## config.mk

```make
export PLATFORM = sky130hd
export DESIGN_NAME = ils_cell
export DESIGN_NICKNAME = d
export VERILOG_FILES = /design/src/hdl/ils_pkg.sv /design/src/hdl/ils_cell.sv
export SDC_FILE = /design/constraint.sdc
export NUM_CORES = 1
export LEC_CHECK = 0
export ABC_AREA = 1
export BUFFER_PORTS_ARGS = -buffer_cell sky130_fd_sc_hd__buf_2
export CORE_MARGIN = 4
export CORE_UTILIZATION = 47
export DETAILED_ROUTE_END_ITERATION = 16
export PLACE_DENSITY_LB_ADDON = 0.12
export SLEW_MARGIN = 20
export SYNTH_ARGS = -nofsm -noshare
export SYNTH_HDL_FRONTEND = slang
export SYNTH_SLANG_ARGS = --single-unit
```

## constraint.sdc

```tcl
create_clock -name clock -period 3.15 [get_ports clock]
set_input_delay 0.4725 -clock clock [delete_from_list [all_inputs] [get_ports clock]]
set_output_delay 0.4725 -clock clock [all_outputs]
set_load 0.02 [all_outputs]
```

## src/hdl/ils_pkg.sv

```systemverilog
// Package for the integer list sorter: sizes, the cell data and command types,
// and the state codes of the controller.
// Depends on nothing; every other file in hdl uses it.
package ils_pkg;

   localparam int VALUE_W      = 32;
   localparam int MAX_ELEMENTS = 64;
   localparam int CNT_W        = $clog2(MAX_ELEMENTS + 1);

   typedef logic signed [VALUE_W-1:0] value_type;

   // What one cell of the chain hands to its neighbors.
   typedef struct packed {
      logic      valid;
      value_type value;
      logic      goes_after; // the value being inserted belongs at or before this cell
   } cell_link_type;

   // Command broadcast to every cell in a cycle.
   typedef enum logic [1:0] {
      CMD_HOLD,
      CMD_INSERT,
      CMD_SHIFT_LEFT,
      CMD_SHIFT_RIGHT
   } cell_cmd_type;

   // Controller states, one-hot.
   typedef enum logic [1:0] {
      ST_LOAD = 2'b01,
      ST_EMIT = 2'b10
   } fsm_state_type;

endpackage

```

## src/hdl/ils_cell.sv

```systemverilog
// One cell of the sorting chain: holds one value and its valid bit, and
// inserts or shifts under a broadcast command. Depends on ils_pkg.
module ils_cell (
   input  logic                  clock,
   input  logic                  reset,
   input  ils_pkg::cell_cmd_type cmd,
   input  ils_pkg::value_type    ins_value,
   input  ils_pkg::cell_link_type left_i,
   input  ils_pkg::cell_link_type right_i,
   output ils_pkg::cell_link_type link_o
);
   import ils_pkg::*;

   logic      valid_ff, valid_in;
   value_type value_ff, value_in;
   logic      goes_after;

   // The new value goes here when this cell is empty or holds a larger value.
   assign goes_after = !valid_ff || (value_ff > ins_value);

   assign link_o = '{valid: valid_ff, value: value_ff, goes_after: goes_after};

   // Next cell contents for each command.
   always_comb begin
      valid_in = valid_ff;
      value_in = value_ff;
      case (cmd)
         CMD_INSERT: begin
            if (goes_after) begin
               if (left_i.goes_after) begin
                  // The insertion point lies further left: take the left neighbor.
                  valid_in = left_i.valid;
                  value_in = left_i.value;
               end else begin
                  valid_in = 1'b1;
                  value_in = ins_value;
               end
            end
         end
         CMD_SHIFT_LEFT: begin
            valid_in = right_i.valid;
            value_in = right_i.value;
         end
         CMD_SHIFT_RIGHT: begin
            valid_in = left_i.valid;
            value_in = left_i.value;
         end
         default: begin
            valid_in = valid_ff;
            value_in = value_ff;
         end
      endcase
   end

   // The valid bit is control state; the value is payload.
   always_ff @(posedge clock) begin
      if (reset) begin
         valid_ff <= 1'b0;
      end else begin
         valid_ff <= valid_in;
      end
   end

   always_ff @(posedge clock) begin
      value_ff <= value_in;
   end

endmodule

```

==> results.py, run 1 <==
metrics = {
    "synth": {
        "synth_edf_count": 32,
        "synth_nets": 515,
        "ys_types": 29,
        "synth_async_sr_flop_share_pct": 0,
        "synth_top_area_share_pct": 33.4,
        "synth_common_cells": "99 x nand3_1, 45 x a21oi_1, 41 x inv_1",
        "synth_seq_cells": 33,
        "synth-main-ff-cell": "edfxtp_1",
        "syn_avg_cell_area_um2": 7.59,
        "yosys.cell_count.top_type": "nand3_1",
        "yosysWarnings": 0,
        "synth_seq_area_share_pct": 34.1,
        "netlist_area_um2": 2880,
        "synth_area_leaders": "edfxtp_1 33%, nand3_1 17%, ha_1 14%",
        "synthCells": 379,
        "synth_top_area_cell": "edfxtp_1",
    },
    "critical_path": {
        "cp_top_family": "simple AND/OR/NAND/NOR gates",
        "arrival_ps": 2020,
        "critPathCaptureType": "output pin",
        "critical_path.cell_chain": "ha_1, a21oi_1, nand2_1, a21oi_1, nand2_1, nand2_1, nand2_1, nand2_1, nand2_1, nand2_1, nand2_2, buf_2",
        "worst-endpoint-required_ps": 2680,
        "critical_path_class": "reg2out",
        "path_common_cell": "nand2_1",
        "rr_startpoint": "value_ff[23]",
        "cp_num_cells": 12,
        "max_stage_delay_ps": 390,
        "timing.rr.end": "value_ff[30]",
        "cp_max_fo": 3,
        "regToRegSetupSlack_ps": 690,
        "critPathBufInv": 1,
        "cp-start-kind": "flop",
        "critPathSlowestCell": "edfxtp_1",
        "rr_worst_depth": 14,
    },
    "finish": {
        "area_delta_synth_final_pct": 27.8,
        "final-seq-area_um2": 981,
        "multi_input_area_um2": 1600,
        "num_antenna_cells": 0,
        "drive_above_1_share_pct": 32.8,
        "nets": 638,
        "n_fill_cell": 564,
    },
    "sta": {
        "min_period_ps": 2490,
        "hold_violations": 0,
        "grt_setup_unrepaired": "no",
        "fin_crit_sh_pct": 79.1,
        "max_freq_mhz": 401,
        "worst_slew_pin_slew_ps": 637,
        "max_slew_margin_pct": 57.4,
        "finalHoldWorstSlack_ps": 424,
        "setup_viol": 0,
        "finalMaxSlewViolations": 0,
        "skew_ps": 4.41,
        "setup_tns_ps": 0,
    },
    "clocking": {
        "holdBufCountCts": 0,
        "cts_setup_buffers": 0,
        "clkLatencyLatePin_ps": 280,
        "ctsResizeCount": 0,
        "path_clk_slew_ps": 70,
        "cts_tree": "built",
        "htreeDepth": 2,
        "clockRootBuffer": "clkbuf_8",
        "cts.sinks": 33,
        "cts_buffers": 5,
        "clk_path_buf_depth": 2,
    },
    "pwr": {
        "powerDensity_nw_per_um2": 377,
        "p_leak_nw": 1.90,
        "peakVddDrop_uv": 201,
        "power_mw": 1.38,
    },
    "drt": {
        "drtAntennaViolNets": 0,
        "vias_per_cell": 5.18,
        "drt-pass1-iter-count": 4,
        "wl_met2_um": 3930,
        "top_layer": "met4",
        "wire_per_inst_um": 13.6,
        "met1_length_um": 3230,
        "routed_wl_um": 7850,
        "vias": 2992,
        "first_iter_violations": 89,
        "drc": 0,
        "wl_met3_um": 647,
    },
    "global_route": {
        "grt_max_degree": 44,
        "antenna_found_initial": 0,
        "grt_pass1_vias": 2916,
        "track_usage_pct": 21.3,
        "grt_pass1_wl_um": 12700,
        "grt-ovfl-total": 0,
    },
    "die": {
        "initial_core_util_pct": 48.6,
        "die_x_um": 86.2,
        "die_height_um": 86.2,
        "num_rows": 28,
        "pin_count": 138,
        "core-area_um2": 5920,
        "die-area_um2": 7430,
    },
    "placed_design": {
        "place_congestion": 0.794,
        "dp_hpwl_um": 5970,
        "port_buffers": 136,
    },
    "min_path": {
        "min_from": "reset",
        "hp-class": "in2reg",
        "hold_depth": 4,
        "min_to": "valid_ff",
    },
    "job": {
        "drv_cap": 0,
    },
    "status": {
        "status": "complete, no violations",
    },
}
## sequential cells by signal, indices dropped and copies added (netlist names)
name      flops
value_ff     32
valid_ff      1
## worst min-delay path, stage by stage
cell and delay [ps]:
buf_2 70, inv_1 30, nand2_1 60, a21oi_2 30
## cell type report
| cell class | count | share of cell area [%] |
|---|---|---|
| flip-flops and latches | 33 | 26.7 |
| multi-input cells | 273 | 43.7 |
| clock inverters | 3 | 0.340 |
| clock buffers | 5 | 1.87 |
| repair buffers | 142 | 20.1 |
| inverters | 47 | 4.80 |
| well taps | 75 | 2.55 |
## through the flow
stage / utilization [%] / cells / cell area, um2 / worst slack (ps)
floorplan: - / 379 / 2880 / 791
global placement: 60.7 / 570 / 3590 / 479
detailed placement: 60.7 / 570 / 3590 / 453
CTS: 62.1 / 578 / 3670 / 626
global route: 62.1 / 578 / 3670 / 465
finish: 62.1 / 578 / 3670 / 658
## how the worst max path moves through the flow
| stage | from | end | slack [ps] |
|---|---|---|---|
| floorplan | value_ff[31] | value_ff[0] | 790 |
| global placement | ins_value[13] | value_ff[29] | 480 |
| detailed placement | ins_value[13] | value_ff[29] | 450 |
| CTS | value_ff[23] | link_o[0] | 630 |
| global route | value_ff[15] | link_o[0] | 470 |
| finish | value_ff[11] | link_o[0] | 660 |
## placed cells by master, fill, tap and decap left out, types with 2 or more instances in the layout
cell type,instances
a21oi_1,45
a21oi_2,2
buf_2,136
buf_4,5
clkbuf_8,5
clkinv_1,3
edfxtp_1,32
ha_1,32
inv_1,41
inv_2,5
nand2_1,36
nand2_2,5
nand3_1,99
nor2_1,5
nor2_2,3
o21a_1,2
o21ai_0,15
o21ai_1,20
## per-layer routing
metal,vias up,GRT usage [%]
li1,1575,-
met1,1326,24.9
met2,87,38.7
met3,4,6.08
met4,0,4.25
met5,-,0
## where the power goes
part	internal (mW)	total, mW	switching, mW
clock	0.149	0.307	0.158
sequential	0.548	0.574	0.0260
combinational	0.198	0.503	0.305
## kinds of logic (layout without fill, tap and decap cells)
logic type,count (synthesis),after routing,share of synthesized area [%]
AO/OA/AOI/OAI,87,87,15.8
AND/OR/NAND/NOR,154,154,26.0
flip-flops,33,33,34.1
buffers and inverters,73,197,10.1
adder cells (fa/ha/maj),32,32,13.9
(Power assumes the default switching activity.)
==> run 2: changes to the inputs <==
Settings changed: ABC_AREA 1 to 0.
Clock period 3.15 ns to 2.49 ns, I/O delays scaled along.
==> run 2 against run 1 <==
The flow now finishes with violations (negative setup slack). Cell area grew 11%. Total power grew 35%. Setup slack lost 810 ps. Clock-buffer cell count grew 3. Final cell count shrank 8.3%. Via count shrank 2.0%. Worst hold slack lost 84 ps. Core utilization grew 6.7 points. Critical endpoint unchanged.
==> results.py, run 2 <==
metrics = {
    "status": {
        "status": "finished with violations",
        "violations": "negative setup slack",
    },
    "min_path": {
        "hp-class": "in2reg",
    },
    "sta": {
        "fin_crit_sh_pct": 106,
        "setup_ws_ps": -150,
        "finalMaxSlewViolations": 0,
        "setup_viol": 33,
        "min_period_ps": 2640,
        "finalHoldWorstSlack_ps": 340,
        "max_slew_margin_pct": 59.2,
        "hold_violations": 0,
        "worst_slew_pin_slew_ps": 612,
        "max_freq_mhz": 379,
        "skew_ps": 6.18,
        "grt_setup_unrepaired": "yes",
    },
    "critical_path": {
        "critPathCaptureType": "output pin",
        "critical_path_class": "reg2out",
        "worst-endpoint-required_ps": 2120,
        "regToRegSetupSlack_ps": -70,
        "arrival_ps": 2270,
        "cp-start-kind": "flop",
        "cp_max_fo": 2,
    },
    "global_route": {
        "grt_max_degree": 37,
        "track_usage_pct": 21.4,
        "grt_pass1_vias": 2931,
        "grt_pass1_wl_um": 12900,
        "antenna_found_initial": 0,
        "grt-ovfl-total": 0,
    },
    "synth": {
        "synth_async_sr_flop_share_pct": 0,
        "yosysWarnings": 0,
        "synth_seq_area_share_pct": 33.8,
        "synth_top_area_share_pct": 33.1,
        "synth_seq_cells": 33,
        "synth_common_cells": "42 x a21oi_1, 36 x nand2_1, 34 x inv_1",
        "synth_edf_count": 32,
        "synth_top_area_cell": "edfxtp_1",
        "syn_avg_cell_area_um2": 9.43,
        "synth_area_leaders": "edfxtp_1 33%, ha_1 14%, mux2i_1 11%",
        "netlist_area_um2": 2910,
        "synth-main-ff-cell": "edfxtp_1",
        "synthCells": 308,
        "yosys.cell_count.top_type": "a21oi_1",
        "ys_types": 32,
        "synth_nets": 444,
    },
    "drt": {
        "first_iter_violations": 87,
        "vias": 2932,
        "vias_per_cell": 5.53,
        "routed_wl_um": 8320,
        "wire_per_inst_um": 15.7,
        "drc": 0,
        "drt-pass1-iter-count": 4,
        "drtAntennaViolNets": 0,
    },
    "clocking": {
        "cts_buffers": 5,
        "clk_path_buf_depth": 2,
        "cts_tree": "built",
        "path_clk_slew_ps": 70,
        "clockRootBuffer": "clkbuf_8",
        "htreeDepth": 2,
        "clkLatencyLatePin_ps": 280,
        "cts.sinks": 33,
    },
    "finish": {
        "multi_input_area_um2": 1910,
        "finalNonFillerCells": 530,
        "drive_above_1_share_pct": 41.5,
        "largest-register": "value_ff",
        "most-common-layout-cells": "135 x buf_2, 41 x a21oi_1, 35 x nand2_1",
        "final-seq-area_um2": 981,
        "utilization_pct": 68.8,
        "reg_top3": "value_ff x32, valid_ff x1",
        "largest_register_ffs": 32,
        "n_fill_cell": 500,
        "final_common_cell": "buf_2",
        "area_delta_synth_final_pct": 41.0,
        "num_antenna_cells": 0,
        "nets": 590,
    },
    "placed_design": {
        "port_buffers": 136,
        "place_inst": 513,
        "dp_hpwl_um": 6220,
        "place_congestion": 0.787,
        "preCtsSetupSlack_ps": -97.2,
    },
    "die": {
        "die_height_um": 86.6,
        "pin_count": 138,
        "initial_core_util_pct": 48.8,
        "die_x_um": 86.6,
        "die-area_um2": 7500,
        "num_rows": 28,
        "core-area_um2": 5960,
    },
    "pwr": {
        "p_leak_nw": 2.18,
        "powerDensity_nw_per_um2": 457,
        "power_mw": 1.87,
        "peakVddDrop_uv": 296,
    },
    "job": {
        "drv_cap": 0,
    },
}
==> run 2: cell types whose count changed after synthesis, moves of 7 or more <==
| cell | delta |
|---|---|
| o211a_1 | +30 |
| o21ai_0 | -11 |
| mux2i_1 | +32 |
| inv_1 | -7 |
| nand3_1 | -94 |
| o21ai_1 | -20 |
==> run 2: area by class of cell <==
| type | count | share of cell area (%) |
|---|---|---|
| sequential | 33 | 23.9 |
| clock buffer | 8 | 1.95 |
| multi-input combinational | 221 | 46.7 |
| inverter | 34 | 3.12 |
| timing repair buffer | 159 | 22.0 |
| tap | 75 | 2.29 |
==> run 2: final timing paths <==
check | startpoint | cells after the start | to
max | value_ff[1] | 8 | link_o[0]
min | left_i[33] | 2 | valid_ff
max reg2reg | value_ff[29] | 10 | value_ff[17]
min reg2reg | valid_ff | 3 | valid_ff
==> run 2: cell families after synthesis <==
kind of cell	Yosys count	share of synthesized area [%]
AOI/OAI and AO/OA	92	23.1
adders and majority gates	32	13.8
buffers and inverters	54	7.36
DFF	33	33.8
muxes	32	11.0
and+or+nand+nor	65	11.0
==> run 2: worst max-delay path, stage by stage, from the launching register on <==
cell      delay, ps
edfxtp_1        400
ha_1            310
nor2b_4         130
o211ai_2        120
a21boi_1         80
or4_4           530
o211ai_4        200
nand2_2          80
buf_6           140
==> run 2: what timing repair did <==
item,4_1_cts,5_1_grt
gates cloned,0,1
buffers inserted,4,4
setup endpoints to repair,1,33
hold buffers,0,0
pin swaps,3,3
resized for setup,9,9
==> run 2: metal layers <==
metal / wire length (um) / part of all wire [%] / vias to the layer above / GRT usage, %
met3: 652 / 7.8 / 10 / 4.75
li1: - / - / 1436 / -
met2: 4270 / 51 / 123 / 40.1
met1: 3300 / 40 / 1363 / 24.4
met5: 0 / 0 / - / 0
met4: 104 / 1.3 / 0 / 5.38
==> run 2: power by group <==
group          total (mW)  switching, mW  internal [mW]  leakage (nW)
sequential          0.740         0.0476          0.692         0.328
clock               0.391          0.192          0.199        0.0395
combinational       0.741          0.391          0.350          1.81
==> run 2: through the flow <==
stage / setup TNS [ps] / area (um2)
2_1_floorplan: -3360 / 2950
6_report: -1810 / 4100
4_1_cts: -341 / 3960
3_3_place_gp: -1550 / 3760
3_5_place_dp: -2770 / 3760
5_1_grt: -5830 / 4100
==> run 3: changes to the inputs <==
Settings changed: RECOVER_POWER from default to 50.
==> run 3 against run 2 <==
The flow still finishes with violations (negative setup slack). Core utilization shrank 0.69 points. Routed wire length is 0.11% lower. Critical path depth stayed put. Register-to-register slack about the same. Worst hold slack is essentially flat.
==> results.py, run 3 (synthesized netlist as in run 2, its figures left out) <==
metrics = {
    "min_path": {
        "hold_depth": 2,
        "hp-class": "in2reg",
        "min_to": "valid_ff",
        "min_from": "left_i[33]",
    },
    "sta": {
        "fin_crit_sh_pct": 106,
        "grt_setup_unrepaired": "yes",
        "max_freq_mhz": 379,
        "worst_slew_pin_slew_ps": 992,
        "min_period_ps": 2640,
        "hold_violations": 0,
        "setup_ws_ps": -151,
        "finalMaxSlewViolations": 0,
        "setup_tns_ps": -1790,
        "skew_ps": 6.87,
        "setup_viol": 33,
        "max_slew_margin_pct": 33.9,
    },
    "clocking": {
        "clockRootBuffer": "clkbuf_8",
        "holdBufCountCts": 0,
        "cts_buffers": 5,
        "htreeDepth": 2,
        "clk_path_buf_depth": 2,
        "cts_tree": "built",
        "cts.sinks": 33,
        "path_clk_slew_ps": 70,
        "clkLatencyLatePin_ps": 280,
    },
    "drt": {
        "wire_per_inst_um": 15.7,
        "first_iter_violations": 85,
        "vias_per_cell": 5.48,
        "drtAntennaViolNets": 0,
        "wl_met2_um": 4280,
        "vias": 2905,
        "routed_wl_um": 8310,
        "met1_length_um": 3280,
        "top_layer": "met4",
        "drt-pass1-iter-count": 4,
        "drc": 0,
        "wl_met3_um": 639,
    },
    "pwr": {
        "peakVddDrop_uv": 296,
        "power_frac_comb_pct": 39.2,
        "p_int_mw": 1.23,
        "p_sw_uw": 632,
        "seq_power_share_pct": 39.9,
        "swShare_pct": 34.0,
        "powerDensity_nw_per_um2": 458,
        "power_mw": 1.86,
        "clkPwrFrac_pct": 21.0,
        "p_leak_nw": 2.10,
    },
    "finish": {
        "nets": 590,
        "reg_top3": "value_ff x32, valid_ff x1",
        "largest_register_ffs": 32,
        "num_antenna_cells": 0,
        "area_delta_synth_final_pct": 39.6,
        "drive_above_1_share_pct": 35.2,
        "largest-register": "value_ff",
        "final_common_cell": "buf_2",
        "most-common-layout-cells": "108 x buf_2, 41 x a21oi_1, 35 x nand2_1",
    },
    "critical_path": {
        "cp-start-kind": "flop",
        "worst-endpoint-required_ps": 2120,
        "rr_startpoint": "value_ff[29]",
        "critical_path_class": "reg2out",
        "critPathCaptureType": "output pin",
        "arrival_ps": 2270,
        "timing.rr.end": "value_ff[11]",
        "regToRegSetupSlack_ps": -70,
        "rr_worst_depth": 10,
        "cp_max_fo": 2,
    },
    "global_route": {
        "antenna_found_initial": 0,
        "grt_pass1_wl_um": 12900,
        "grt-ovfl-total": 0,
        "track_usage_pct": 21.4,
        "grt_pass1_vias": 2931,
        "grt_max_degree": 37,
    },
    "job": {
        "drv_cap": 0,
    },
    "die": {
        "core-area_um2": 5960,
        "die_height_um": 86.6,
        "initial_core_util_pct": 48.8,
        "num_rows": 28,
        "pin_count": 138,
        "die-area_um2": 7500,
        "die_x_um": 86.6,
    },
    "placed_design": {
        "place_congestion": 0.787,
        "port_buffers": 136,
        "dp_hpwl_um": 6220,
    },
    "status": {
        "violations": "negative setup slack",
        "status": "finished with violations",
    },
}
[run 3: area by class of cell]
class,count,area (um2)
sequential,33,981
multi-input combinational,221,1910
inverter,34,128
timing repair buffer,159,861
clock buffer,8,80.1
tap,75,93.8
fill,507,1900
[run 3: stage by stage]
stage | instances | setup slack [ps] | utilization (%) | hold slack [ps] | cell area (um2)
2_1_floorplan | 308 | -105 | - | 515 | 2950
5_1_grt | 530 | -209 | 68.1 | 328 | 4060
3_5_place_dp | 513 | -97.2 | 63.2 | 627 | 3760
6_report | 530 | -151 | 68.1 | 340 | 4060
4_1_cts | 525 | -203 | 66.5 | 326 | 3960
3_3_place_gp | 513 | -70.8 | 63.2 | 626 | 3760
[run 3: critical path: stages, from the launching register on]
cell and delay [ps]:
edfxtp_1 400, ha_1 310, nor2b_4 130, o211ai_2 120, a21boi_1 80, or4_4 530, o211ai_4 200, nand2_2 80
buf_6 140
[run 3: worst max path at each step]
stage | from | to | slack (ps) | depth (start not counted)
floorplan | value_ff[30] | value_ff[0] | -110 | 7
global placement | ins_value[13] | link_o[0] | -70 | 10
detailed placement | ins_value[13] | link_o[0] | -100 | 10
CTS | value_ff[1] | link_o[0] | -200 | 8
global route | value_ff[1] | link_o[0] | -210 | 8
finish | value_ff[1] | link_o[0] | -150 | 8
[run 3: layer usage]
metal / vias to the layer above / GRT usage (%)
met5: - / 0
met4: 0 / 5.38
met3: 12 / 4.75
met2: 109 / 40.1
met1: 1355 / 24.4
li1: 1429 / -
[run 3: power groups by stage]
| stage | Sequential [mW] | Clock, mW | Combinational (mW) |
|---|---|---|---|
| after floorplan | 0.814 | 0 | 0.337 |
| after global placement | 0.742 | 0 | 0.637 |
| after detailed placement | 0.743 | 0 | 0.657 |
| after CTS | 0.735 | 0.404 | 0.704 |
| after global routing | 0.747 | 0.427 | 0.805 |
| final | 0.742 | 0.390 | 0.728 |
[run 3: what timing repair did]
action	4_1_cts	5_1_grt
resized for setup	9	9
hold endpoints to repair	0	0
pin swaps	3	3
cloned	0	1
setup endpoints to repair	1	33
buffers inserted	4	4
